File: src/p2p_pkg.sv
// types, constants and lookup tables shared by the phonetic-notation parser
`default_nettype none

package p2p_pkg;

    localparam int QDEPTH = 4;
    localparam int QPTR_W = $clog2(QDEPTH);
    localparam int QCNT_W = $clog2(QDEPTH + 1);

    localparam logic [1:0] STRESS_DEFAULT   = 2'd1;
    localparam logic [1:0] STRESS_PRIMARY   = 2'd2;
    localparam logic [1:0] STRESS_SECONDARY = 2'd3;

    localparam logic [5:0] MAX_PHONES_RESET = 6'd31;

    // bit k set when phoneme k is syllabic
    localparam logic [63:0] SYL_MASK = 64'h0007_1060_3F81_863F;

    typedef enum logic [3:0] {
        ST_START,
        ST_LPAREN,
        ST_LPAREN_AT,
        ST_A_LO,
        ST_AT,
        ST_A_UP,
        ST_O_UP,
        ST_D,
        ST_E,
        ST_H,
        ST_O_LO,
        ST_T,
        ST_W_UP
    } parse_state_t;

    typedef enum logic [2:0] {
        ACT_PHONE,
        ACT_SILENT,
        ACT_PRIMARY,
        ACT_SECONDARY,
        ACT_LOOK,
        ACT_END,
        ACT_UNKNOWN
    } act_t;

    typedef struct packed {
        act_t         kind;
        logic [5:0]   phone;
        parse_state_t next;
    } start_entry_t;

    typedef struct packed {
        logic       to_lparen_at;
        logic       match;
        logic [5:0] match_phone;
        logic       has_dflt;
        logic [5:0] dflt_phone;
    } look_entry_t;

    typedef struct packed {
        parse_state_t parse_state;
        logic [1:0]   pending_stress;
        logic [5:0]   phones;
        logic [5:0]   syllables;
        logic         discarding;
    } word_state_t;

    typedef struct packed {
        logic       is_phone;
        logic [5:0] phone_id;
        logic [1:0] stress;
        logic       word_done;
        logic       parse_error;
        logic [5:0] phone_count;
        logic [5:0] syllable_count;
        logic       last_of_run;
    } result_t;

    function automatic start_entry_t start_lookup(input logic [7:0] c);
        start_entry_t e;
        e.kind  = ACT_PHONE;
        e.phone = 6'd0;
        e.next  = ST_START;
        case (c)
            "&":  e.phone = 6'd0;
            "-":  e.phone = 6'd5;
            "D":  e.phone = 6'd35;
            "E":  e.phone = 6'd9;
            "I":  e.phone = 6'd15;
            "N":  e.phone = 6'd21;
            "R":  e.phone = 6'd46;
            "S":  e.phone = 6'd32;
            "T":  e.phone = 6'd34;
            "U":  e.phone = 6'd29;
            "Y":  e.phone = 6'd49;
            "V":  e.phone = 6'd39;
            "Z":  e.phone = 6'd42;
            "b":  e.phone = 6'd6;
            "f":  e.phone = 6'd11;
            "g":  e.phone = 6'd12;
            "i":  e.phone = 6'd10;
            "j":  e.phone = 6'd41;
            "k":  e.phone = 6'd18;
            "l":  e.phone = 6'd19;
            "m":  e.phone = 6'd20;
            "n":  e.phone = 6'd22;
            "p":  e.phone = 6'd30;
            "r":  e.phone = 6'd31;
            "s":  e.phone = 6'd33;
            "u":  e.phone = 6'd28;
            "v":  e.phone = 6'd39;
            "w":  e.phone = 6'd40;
            "x":  e.phone = 6'd47;
            "y":  e.phone = 6'd48;
            "z":  e.phone = 6'd43;
            "/", "_": e.kind = ACT_SILENT;
            "'":  e.kind = ACT_PRIMARY;
            ",":  e.kind = ACT_SECONDARY;
            "(", "[":
            begin
                e.kind = ACT_LOOK;
                e.next = ST_LPAREN;
            end
            "@":
            begin
                e.kind = ACT_LOOK;
                e.next = ST_AT;
            end
            "A":
            begin
                e.kind = ACT_LOOK;
                e.next = ST_A_UP;
            end
            "O":
            begin
                e.kind = ACT_LOOK;
                e.next = ST_O_UP;
            end
            "W":
            begin
                e.kind = ACT_LOOK;
                e.next = ST_W_UP;
            end
            "d":
            begin
                e.kind = ACT_LOOK;
                e.next = ST_D;
            end
            "a":
            begin
                e.kind = ACT_LOOK;
                e.next = ST_A_LO;
            end
            "e":
            begin
                e.kind = ACT_LOOK;
                e.next = ST_E;
            end
            "h":
            begin
                e.kind = ACT_LOOK;
                e.next = ST_H;
            end
            "o":
            begin
                e.kind = ACT_LOOK;
                e.next = ST_O_LO;
            end
            "t":
            begin
                e.kind = ACT_LOOK;
                e.next = ST_T;
            end
            8'h00:   e.kind = ACT_END;
            default: e.kind = ACT_UNKNOWN;
        endcase
        return e;
    endfunction

    function automatic look_entry_t look_lookup(input parse_state_t s, input logic [7:0] c);
        look_entry_t e;
        e = '0;
        case (s)
            ST_LPAREN:    e.to_lparen_at = (c == "@");
            ST_LPAREN_AT:
            begin
                e.match       = (c == ")") || (c == "]");
                e.match_phone = 6'd1;
            end
            ST_AT:
            begin
                e.match       = (c == "r");
                e.match_phone = 6'd38;
                e.has_dflt    = 1'b1;
                e.dflt_phone  = 6'd4;
            end
            ST_A_UP:
            begin
                e.match       = (c == "U");
                e.match_phone = 6'd25;
                e.has_dflt    = 1'b1;
                e.dflt_phone  = 6'd2;
            end
            ST_O_UP:
            begin
                e.match       = (c == "i");
                e.match_phone = 6'd23;
                e.has_dflt    = 1'b1;
                e.dflt_phone  = 6'd26;
            end
            ST_W_UP:
            begin
                e.match       = (c == "A");
                e.match_phone = 6'd50;
            end
            ST_D:
            begin
                e.match       = (c == "Z");
                e.match_phone = 6'd17;
                e.has_dflt    = 1'b1;
                e.dflt_phone  = 6'd8;
            end
            ST_A_LO:
            begin
                e.match       = (c == "I");
                e.match_phone = 6'd16;
                e.has_dflt    = 1'b1;
                e.dflt_phone  = 6'd0;
            end
            ST_E:
            begin
                e.match       = (c == "I");
                e.match_phone = 6'd3;
            end
            ST_H:
            begin
                e.match       = (c == "w");
                e.match_phone = 6'd14;
                e.has_dflt    = 1'b1;
                e.dflt_phone  = 6'd13;
            end
            ST_O_LO:
            begin
                e.match       = (c == "U");
                e.match_phone = 6'd27;
            end
            ST_T:
            begin
                e.match       = (c == "S");
                e.match_phone = 6'd7;
                e.has_dflt    = 1'b1;
                e.dflt_phone  = 6'd36;
            end
            default: e = '0;
        endcase
        return e;
    endfunction

endpackage

`default_nettype wire

File: src/p2p_core.sv
// next-state and result logic for one character, up to two results
`default_nettype none

module p2p_core
    import p2p_pkg::*;
(
    input  wire word_state_t ws,
    input  wire logic [7:0]  char_code,
    input  wire logic [5:0]  max_phones,
    output word_state_t      ws_next,
    output logic [1:0]       res_count,
    output result_t          res0,
    output result_t          res1
);

    typedef struct packed {
        word_state_t st;
        logic        emit;
        result_t     res;
        logic        again;
        logic        err;
    } pass_t;

    typedef struct packed {
        word_state_t st;
        result_t     res;
    } phone_t;

    function automatic word_state_t clear_word(input word_state_t s);
        word_state_t r;
        r                = s;
        r.parse_state    = ST_START;
        r.pending_stress = STRESS_DEFAULT;
        r.phones         = 6'd0;
        r.syllables      = 6'd0;
        return r;
    endfunction

    function automatic result_t err_result();
        result_t r;
        r             = '0;
        r.parse_error = 1'b1;
        return r;
    endfunction

    function automatic phone_t emit_phone(input word_state_t s, input logic [5:0] id);
        phone_t p;
        p.st         = s;
        p.res        = '0;
        p.res.is_phone = 1'b1;
        p.res.phone_id = id;
        if (SYL_MASK[id])
        begin
            p.res.stress        = s.pending_stress;
            p.st.pending_stress = STRESS_DEFAULT;
            p.st.syllables      = 6'(s.syllables + 6'd1);
        end
        p.st.phones = 6'(s.phones + 6'd1);
        return p;
    endfunction

    function automatic pass_t one_pass(input word_state_t s, input logic [7:0] c,
                                       input logic [5:0] lim);
        pass_t        o;
        look_entry_t  le;
        start_entry_t se;
        phone_t       ph;
        o       = '0;
        o.st    = s;
        le      = look_lookup(s.parse_state, c);
        se      = start_lookup(c);
        if (s.phones >= lim)
        begin
            o.err = 1'b1;
        end
        else if (s.parse_state != ST_START)
        begin
            if (le.to_lparen_at)
            begin
                o.st.parse_state = ST_LPAREN_AT;
            end
            else if (le.match)
            begin
                o.st.parse_state = ST_START;
                ph     = emit_phone(o.st, le.match_phone);
                o.st   = ph.st;
                o.res  = ph.res;
                o.emit = 1'b1;
            end
            else if (le.has_dflt)
            begin
                o.st.parse_state = ST_START;
                ph      = emit_phone(o.st, le.dflt_phone);
                o.st    = ph.st;
                o.res   = ph.res;
                o.emit  = 1'b1;
                o.again = 1'b1;
            end
            else
            begin
                o.err = 1'b1;
            end
        end
        else
        begin
            case (se.kind)
                ACT_PHONE:
                begin
                    ph     = emit_phone(s, se.phone);
                    o.st   = ph.st;
                    o.res  = ph.res;
                    o.emit = 1'b1;
                end
                ACT_SILENT:    o.st = s;
                ACT_PRIMARY:   o.st.pending_stress = STRESS_PRIMARY;
                ACT_SECONDARY: o.st.pending_stress = STRESS_SECONDARY;
                ACT_LOOK:      o.st.parse_state = se.next;
                ACT_END:
                begin
                    o.res.word_done      = 1'b1;
                    o.res.phone_count    = s.phones;
                    o.res.syllable_count = s.syllables;
                    o.emit               = 1'b1;
                    o.st                 = clear_word(s);
                end
                default: o.err = 1'b1;
            endcase
        end
        return o;
    endfunction

    pass_t p1;
    pass_t p2;

    assign p1 = one_pass(ws, char_code, max_phones);
    assign p2 = one_pass(p1.st, char_code, max_phones);

    always_comb
    begin
        ws_next   = ws;
        res_count = 2'd0;
        res0      = '0;
        res1      = '0;
        if (ws.discarding)
        begin
            if (char_code == 8'h00)
            begin
                ws_next            = clear_word(ws);
                ws_next.discarding = 1'b0;
            end
        end
        else if (p1.err)
        begin
            res0               = err_result();
            res0.last_of_run   = 1'b1;
            res_count          = 2'd1;
            ws_next            = clear_word(ws);
            ws_next.discarding = (char_code != 8'h00);
        end
        else if (p1.again)
        begin
            res0 = p1.res;
            if (p2.err)
            begin
                res1               = err_result();
                res1.last_of_run   = 1'b1;
                res_count          = 2'd2;
                ws_next            = clear_word(p1.st);
                ws_next.discarding = (char_code != 8'h00);
            end
            else if (p2.emit)
            begin
                res1             = p2.res;
                res1.last_of_run = 1'b1;
                res_count        = 2'd2;
                ws_next          = p2.st;
            end
            else
            begin
                res0.last_of_run = 1'b1;
                res_count        = 2'd1;
                ws_next          = p2.st;
            end
        end
        else
        begin
            res0             = p1.res;
            res0.last_of_run = p1.emit;
            res_count        = {1'b0, p1.emit};
            ws_next          = p1.st;
        end
    end

endmodule

`default_nettype wire

File: src/p2p_res_queue.sv
// small result queue taking up to two results a cycle and giving one
`default_nettype none

module p2p_res_queue
    import p2p_pkg::*;
(
    input  wire logic       clk,
    input  wire logic       rst_n,
    input  wire logic [1:0] push_count,
    input  wire result_t    push0,
    input  wire result_t    push1,
    input  wire logic       pop,
    output result_t         head,
    output logic            not_empty,
    output logic            room2
);

    result_t             mem [QDEPTH];
    logic [QPTR_W-1:0]   wr_ptr_reg;
    logic [QPTR_W-1:0]   wr_ptr_next;
    logic [QPTR_W-1:0]   rd_ptr_reg;
    logic [QPTR_W-1:0]   rd_ptr_next;
    logic [QCNT_W-1:0]   count_reg;
    logic [QCNT_W-1:0]   count_next;
    logic [QPTR_W-1:0]   wr_ptr_plus1;

    assign wr_ptr_plus1 = QPTR_W'(wr_ptr_reg + 1'b1);
    assign head         = mem[rd_ptr_reg];
    assign not_empty    = (count_reg != '0);
    assign room2        = (count_reg <= QCNT_W'(QDEPTH - 2));

    always_comb
    begin
        wr_ptr_next = QPTR_W'(wr_ptr_reg + QPTR_W'(push_count));
        rd_ptr_next = pop ? QPTR_W'(rd_ptr_reg + 1'b1) : rd_ptr_reg;
        count_next  = QCNT_W'(count_reg + QCNT_W'(push_count) - QCNT_W'(pop));
    end

    always_ff @(posedge clk)
    begin
        if (push_count != 2'd0)
        begin
            mem[wr_ptr_reg] <= push0;
        end
        if (push_count == 2'd2)
        begin
            mem[wr_ptr_plus1] <= push1;
        end
    end

    always_ff @(posedge clk or negedge rst_n)
    begin
        if (!rst_n)
        begin
            wr_ptr_reg <= '0;
            rd_ptr_reg <= '0;
            count_reg  <= '0;
        end
        else
        begin
            wr_ptr_reg <= wr_ptr_next;
            rd_ptr_reg <= rd_ptr_next;
            count_reg  <= count_next;
        end
    end

endmodule

`default_nettype wire

File: src/pronunciation_to_phoneme_parser_unit.sv
// top level of the phonetic-notation word parser
// usage:
//   characters of a word enter on the s_axis channel, one per request, and
//   a zero byte ends the word. each character registers into an input stage
//   and is parsed from there once the result queue has room for two results,
//   producing zero, one or two results that go into a four-entry result queue
//   feeding the m_axis channel. results carry a phoneme with its stress, a
//   word-done total or an error; tlast marks the last result caused by one
//   character. results are written into the result queue and offered on
//   m_axis from the queue head.
//   throughput: one character per cycle while the result queue has room for
//   two results; the output gives one result per cycle while the receiver is
//   ready, set by the single read port of the result queue.
//   when the receiver stalls, the queue fills and the input stage holds its
//   character until there is room for two results; s_axis_tready is low meanwhile.
//   max_phones is written through the apb port at addresses 0 to 3 (paddr[2] low).
//   reset empties the queue and the input stage, clears the word state and
//   sets max_phones to 31.
`default_nettype none

module pronunciation_to_phoneme_parser_unit
    import p2p_pkg::*;
(
    input  wire logic        clk,
    input  wire logic        rst_n,
    input  wire logic        s_axis_tvalid,
    output logic             s_axis_tready,
    input  wire logic [7:0]  s_axis_tdata,   // char_code
    output logic             m_axis_tvalid,
    input  wire logic        m_axis_tready,
    // phone_id[5:0], stress[7:6], phone_count[13:8], syllable_count[19:14], zero
    output logic [23:0]      m_axis_tdata,
    output logic [2:0]       m_axis_tuser,   // is_phone, word_done, parse_error
    output logic             m_axis_tlast,
    input  wire logic        psel,
    input  wire logic        penable,
    input  wire logic        pwrite,
    input  wire logic [2:0]  paddr,
    input  wire logic [31:0] pwdata,
    output logic [31:0]      prdata,
    output logic             pready
);

    logic        in_valid_reg;
    logic        in_valid_next;
    logic [7:0]  char_reg;
    word_state_t ws_reg;
    word_state_t ws_next;
    logic [5:0]  max_phones_reg;
    logic        cfg_write;

    word_state_t core_ws_next;
    logic [1:0]  core_count;
    result_t     core_res0;
    result_t     core_res1;
    logic        process;
    logic        in_fire;
    logic        room2;
    result_t     head;
    logic [1:0]  push_count;

    assign pready    = 1'b1;
    assign cfg_write = psel && penable && pwrite && pready && (paddr[2] == 1'b0);
    assign prdata    = (paddr[2] == 1'b0) ? {26'd0, max_phones_reg} : 32'd0;

    assign process       = in_valid_reg && room2;
    assign s_axis_tready = !in_valid_reg || process;
    assign in_fire       = s_axis_tvalid && s_axis_tready;
    assign push_count    = process ? core_count : 2'd0;

    p2p_core u_core (
        .ws         (ws_reg),
        .char_code  (char_reg),
        .max_phones (max_phones_reg),
        .ws_next    (core_ws_next),
        .res_count  (core_count),
        .res0       (core_res0),
        .res1       (core_res1)
    );

    p2p_res_queue u_queue (
        .clk        (clk),
        .rst_n      (rst_n),
        .push_count (push_count),
        .push0      (core_res0),
        .push1      (core_res1),
        .pop        (m_axis_tvalid && m_axis_tready),
        .head       (head),
        .not_empty  (m_axis_tvalid),
        .room2      (room2)
    );

    assign m_axis_tdata = {4'd0, head.syllable_count, head.phone_count,
                           head.stress, head.phone_id};
    assign m_axis_tuser = {head.parse_error, head.word_done, head.is_phone};
    assign m_axis_tlast = head.last_of_run;

    always_comb
    begin
        if (in_fire)
        begin
            in_valid_next = 1'b1;
        end
        else if (process)
        begin
            in_valid_next = 1'b0;
        end
        else
        begin
            in_valid_next = in_valid_reg;
        end
        ws_next = process ? core_ws_next : ws_reg;
    end

    always_ff @(posedge clk)
    begin
        if (in_fire)
        begin
            char_reg <= s_axis_tdata;
        end
    end

    always_ff @(posedge clk or negedge rst_n)
    begin
        if (!rst_n)
        begin
            in_valid_reg              <= 1'b0;
            ws_reg.parse_state        <= ST_START;
            ws_reg.pending_stress     <= STRESS_DEFAULT;
            ws_reg.phones             <= 6'd0;
            ws_reg.syllables          <= 6'd0;
            ws_reg.discarding         <= 1'b0;
            max_phones_reg            <= MAX_PHONES_RESET;
        end
        else
        begin
            in_valid_reg <= in_valid_next;
            ws_reg       <= ws_next;
            if (cfg_write)
            begin
                max_phones_reg <= pwdata[5:0];
            end
        end
    end

endmodule

`default_nettype wire
File: config.mk
export PLATFORM = sky130hd
export DESIGN_NAME = pronunciation_to_phoneme_parser_unit
export DESIGN_NICKNAME = d
export VERILOG_FILES = /design/src/p2p_pkg.sv /design/src/p2p_core.sv /design/src/p2p_res_queue.sv /design/src/pronunciation_to_phoneme_parser_unit.sv
export SDC_FILE = /design/constraint.sdc
export NUM_CORES = 1
export LEC_CHECK = 0
export BUFFER_PORTS_ARGS = -buffer_cell sky130_fd_sc_hd__clkbuf_2
export CELL_PAD_IN_SITES_DETAIL_PLACEMENT = 0
export CELL_PAD_IN_SITES_GLOBAL_PLACEMENT = 2
export CORE_MARGIN = 1.5
export CORE_UTILIZATION = 40
export CTS_BUF_LIST = sky130_fd_sc_hd__clkbuf_16
export CTS_CLUSTER_SIZE = 8
export DETAILED_ROUTE_END_ITERATION = 10
export GPL_ROUTABILITY_DRIVEN = 0
export PLACE_DENSITY_LB_ADDON = 0.1
export SYNTH_ARGS = -nofsm -noshare
export SYNTH_HDL_FRONTEND = slang
export SYNTH_HIERARCHICAL = 1
export SYNTH_SLANG_ARGS = --single-unit
File: constraint.sdc
create_clock -name clk -period 12.15 [get_ports clk]
set_clock_uncertainty 0.2 [all_clocks]
set_input_delay 0 -clock clk [delete_from_list [all_inputs] [get_ports clk]]
set_output_delay 0 -clock clk [all_outputs]
set_load 0.01 [all_outputs]
==> flow_summary.json <==
{
  "status": "finished, final reports clean",
  "yosysUniqueCellTypes": 114,
  "grt_pass1_wl_um": 56030,
  "initial_utilization_pct": 40.50,
  "p_sw_uw": 982.3,
  "combPwrFrac_pct": 48.1,
  "track_usage_pct": 24.06,
  "synth_adder_area_share_pct": 3.303,
  "tritoncts": "yes",
  "root_buffer": "clkbuf_16",
  "synth.ff_latch_count": 137,
  "relSlewSlack_pct": 19.98,
  "htree_num_levels": 4,
  "drv_slew": 0,
  "nNetsFinal": 1263,
  "ant_nets": 0,
  "dominantRegCellSynth": "edfxtp_1",
  "p_leak_nw": 4.949,
  "drive_above_1_share_pct": 24.58,
  "max_freq_mhz": 114.3,
  "multi_input_area_um2": 6972,
  "syn2layout_area_growth_pct": 10.73,
  "muxShareOfSynthArea_pct": 18.24,
  "p_clk_share_pct": 23.9,
  "coreArea_um2": 28630,
  "path_clk_slew_ns": 0.08,
  "post_cts_resized": 0,
  "dr.pass1.iters": 5,
  "start_kind": "register",
  "end_kind": "register",
  "critPathKind": "register to register",
  "tightest_slew_ns": 1.196,
  "die_area_um2": 30010,
  "setup-tns-final_ns": 0,
  "hold_class": "input port to register",
  "maxCapViolations": 0,
  "clock-sinks": 137,
  "report.final.hold_viol_count": 0,
  "dieWidth_um": 173.2,
  "cellPowerDensity_nw_per_um2": 172.0,
  "avgSynthCellArea_um2": 10.18,
  "die_h_um": 173.2,
  "grt_pass1_vias": 9386,
  "synth_top_family_by_area": "simple AND/OR/NAND/NOR gates",
  "dp_hpwl_um": 24590,
  "syn_area_um2": 11590,
  "drc": 0,
  "fp-row-count": 62,
  "period_minus_slack_ns": 8.751,
  "p_int_mw": 1.226,
  "port_buffers": 53,
  "seq_area_um2": 3958,
  "diodes": 0,
  "seq_power_share_pct": 28.1,
  "cp.required_ns": 12.00,
  "swShare_pct": 44.49,
  "cp.arrival_ns": 8.60,
  "largest_reg_flops": 96,
  "viasPerCell": 5.889,
  "synth_xor_area_share_pct": 0.7555,
  "post_cts_buffers": 0,
  "wl_per_cell_um": 22.74,
  "final_cell_mix": "104 x edfxtp_1, 87 x mux2_2, 80 x nor2_1",
  "drtIter0Drc": 783,
  "io_pins": 113,
  "setup_viol": 0,
  "p_total_mw": 2.208,
  "yosysSeqAreaShare_pct": 34.13,
  "postRouteWirelength_um": 35930,
  "num_vias": 9304,
  "cts_inserted_buffers": 17,
  "crit_fanout": 25,
  "nFillCells": 2788,
  "layout_worst_path_cycle_share_pct": 72.02,
  "synth_compound_gate_area_share_pct": 17.24,
  "rsz0062_at_grt": "no",
  "clk_latency_ns": 0.44,
  "grt_antenna_before_repair": 0,
  "yosysWarnings": 6,
  "ir_worst_vdd_uv": 85.35,
  "async_flop_share_pct": 24.09,
  "synth_edf_count": 104,
  "final_common_cell": "edfxtp_1",
  "gr-total-overflow": 0,
  "grt_max_degree": 50,
  "synth_cells": 1139,
  "whs_ns": 0.08766,
  "clk_path_buf_depth": 2,
  "synth_simple_gate_area_share_pct": 19.22
}
[synth_stat cells (all sizes together) (9+ instances only)]
library cell	instances	area share [%]
a211oi	17	1.2
inv	34	1.1
mux2	126	13
edfxtp	104	27
dfrtp	27	5.8
o21ai	56	2.5
nand2b	22	1.2
and2	29	1.6
and3	10	0.56
mux2i	11	0.95
nor3	35	1.6
clkbuf	24	0.78
ha	29	3.1
nor2	82	2.7
a21oi	55	2.4
nand2	69	2.3
mux4	24	4.7
or2	9	0.49
nor3b	10	0.65
nor2b	24	1.3
nand3	19	0.86
a31oi	10	0.59
a32o	9	0.78
nor4	12	0.81
o21a	11	0.71
buf	86	5.1
[logic make-up after synthesis]
family | after synthesis
other | 2
DFF | 137
AOI/OAI and AO/OA | 272
buffers and inverters | 145
and+or+nand+nor | 382
adders and majority gates | 30
muxes | 161
xor gates and xnor gates | 10
[worst max-delay path: stages, from the launching register on]
cell and delay, ns:
edfxtp_1 0.91, and4bb_1 0.36, a32o_1 0.26, a211oi_2 0.53
nand2_1 0.19, o21ai_2 0.53, a21oi_1 0.28, mux2i_1 0.54
ha_1 0.33, nand2b_1 0.14, a21o_1 0.18, a21oi_1 0.14
nor2b_1 0.05, o21ai_0 0.14, nand2b_1 0.07, a21oi_1 0.42
o21a_1 0.26, a21boi_4 0.34, a21oi_1 0.11, a211oi_1 0.90
and3_2 0.49, mux2i_1 0.21, nor2b_4 0.74
[cell type report]
class,instances,share of cell area [%]
Clock buffer,17,3.314
Clock inverter,15,1.140
Inverter,35,1.023
Timing Repair Buffer,106,5.634
Tap cell,384,3.743
Sequential cell,137,30.83
Multi-Input combinational cell,886,54.31
[power by group through the flow]
| stage | Sequential [mW] | Combinational, mW | Clock [mW] |
|---|---|---|---|
| CTS | 0.622 | 1.05 | 0.538 |
| floorplan | 0.569 | 0.796 | 0 |
| global route | 0.633 | 1.14 | 0.555 |
| global placement | 0.632 | 1.04 | 0 |
| finish | 0.619 | 1.06 | 0.527 |
| detailed placement | 0.632 | 1.04 | 0 |
[per-layer routing]
metal | vias up | track usage (%) | wire length (um)
li1 | 4395 | - | -
met1 | 4601 | 34.23 | 17360
met2 | 262 | 37.99 | 16240
met3 | 46 | 3.772 | 1628
met4 | 0 | 6.667 | 708
met5 | - | 0 | 0
[final timing paths]
check	slack, ns	from	endpoint	cells past startpoint
min	0.09	s_axis_tvalid	in_valid_reg	3
min reg2reg	0.29	u_queue/count_reg[2]	u_queue/count_reg[2]	1
max reg2reg	3.40	char_reg[4]	u_queue/mem[3][13]	22
max	3.40	char_reg[4]	u_queue/mem[3][13]	22
max in group asynchronous	10.84	rst_n	u_queue/rd_ptr_reg[0]	4
min in group asynchronous	0.52	rst_n	u_queue/wr_ptr_reg[0]	4
[through the flow]
step / setup slack [ns] / utilization (%) / area, um^2 / instances
after floorplan: 4.675 / - / 11700 / 1168
after global placement: 3.547 / 42.01 / 12020 / 1524
after detailed placement: 3.567 / 42.01 / 12020 / 1524
after CTS: 3.526 / 44.84 / 12840 / 1580
after global routing: 3.012 / 44.84 / 12840 / 1580
final: 3.399 / 44.84 / 12840 / 1580
[what timing repair did]
item	CTS	global route
hold buffers	24	0
endpoints found under the setup margin	0	0
endpoints found under the hold margin	58	0
Power figures use the tool's default switching activity.
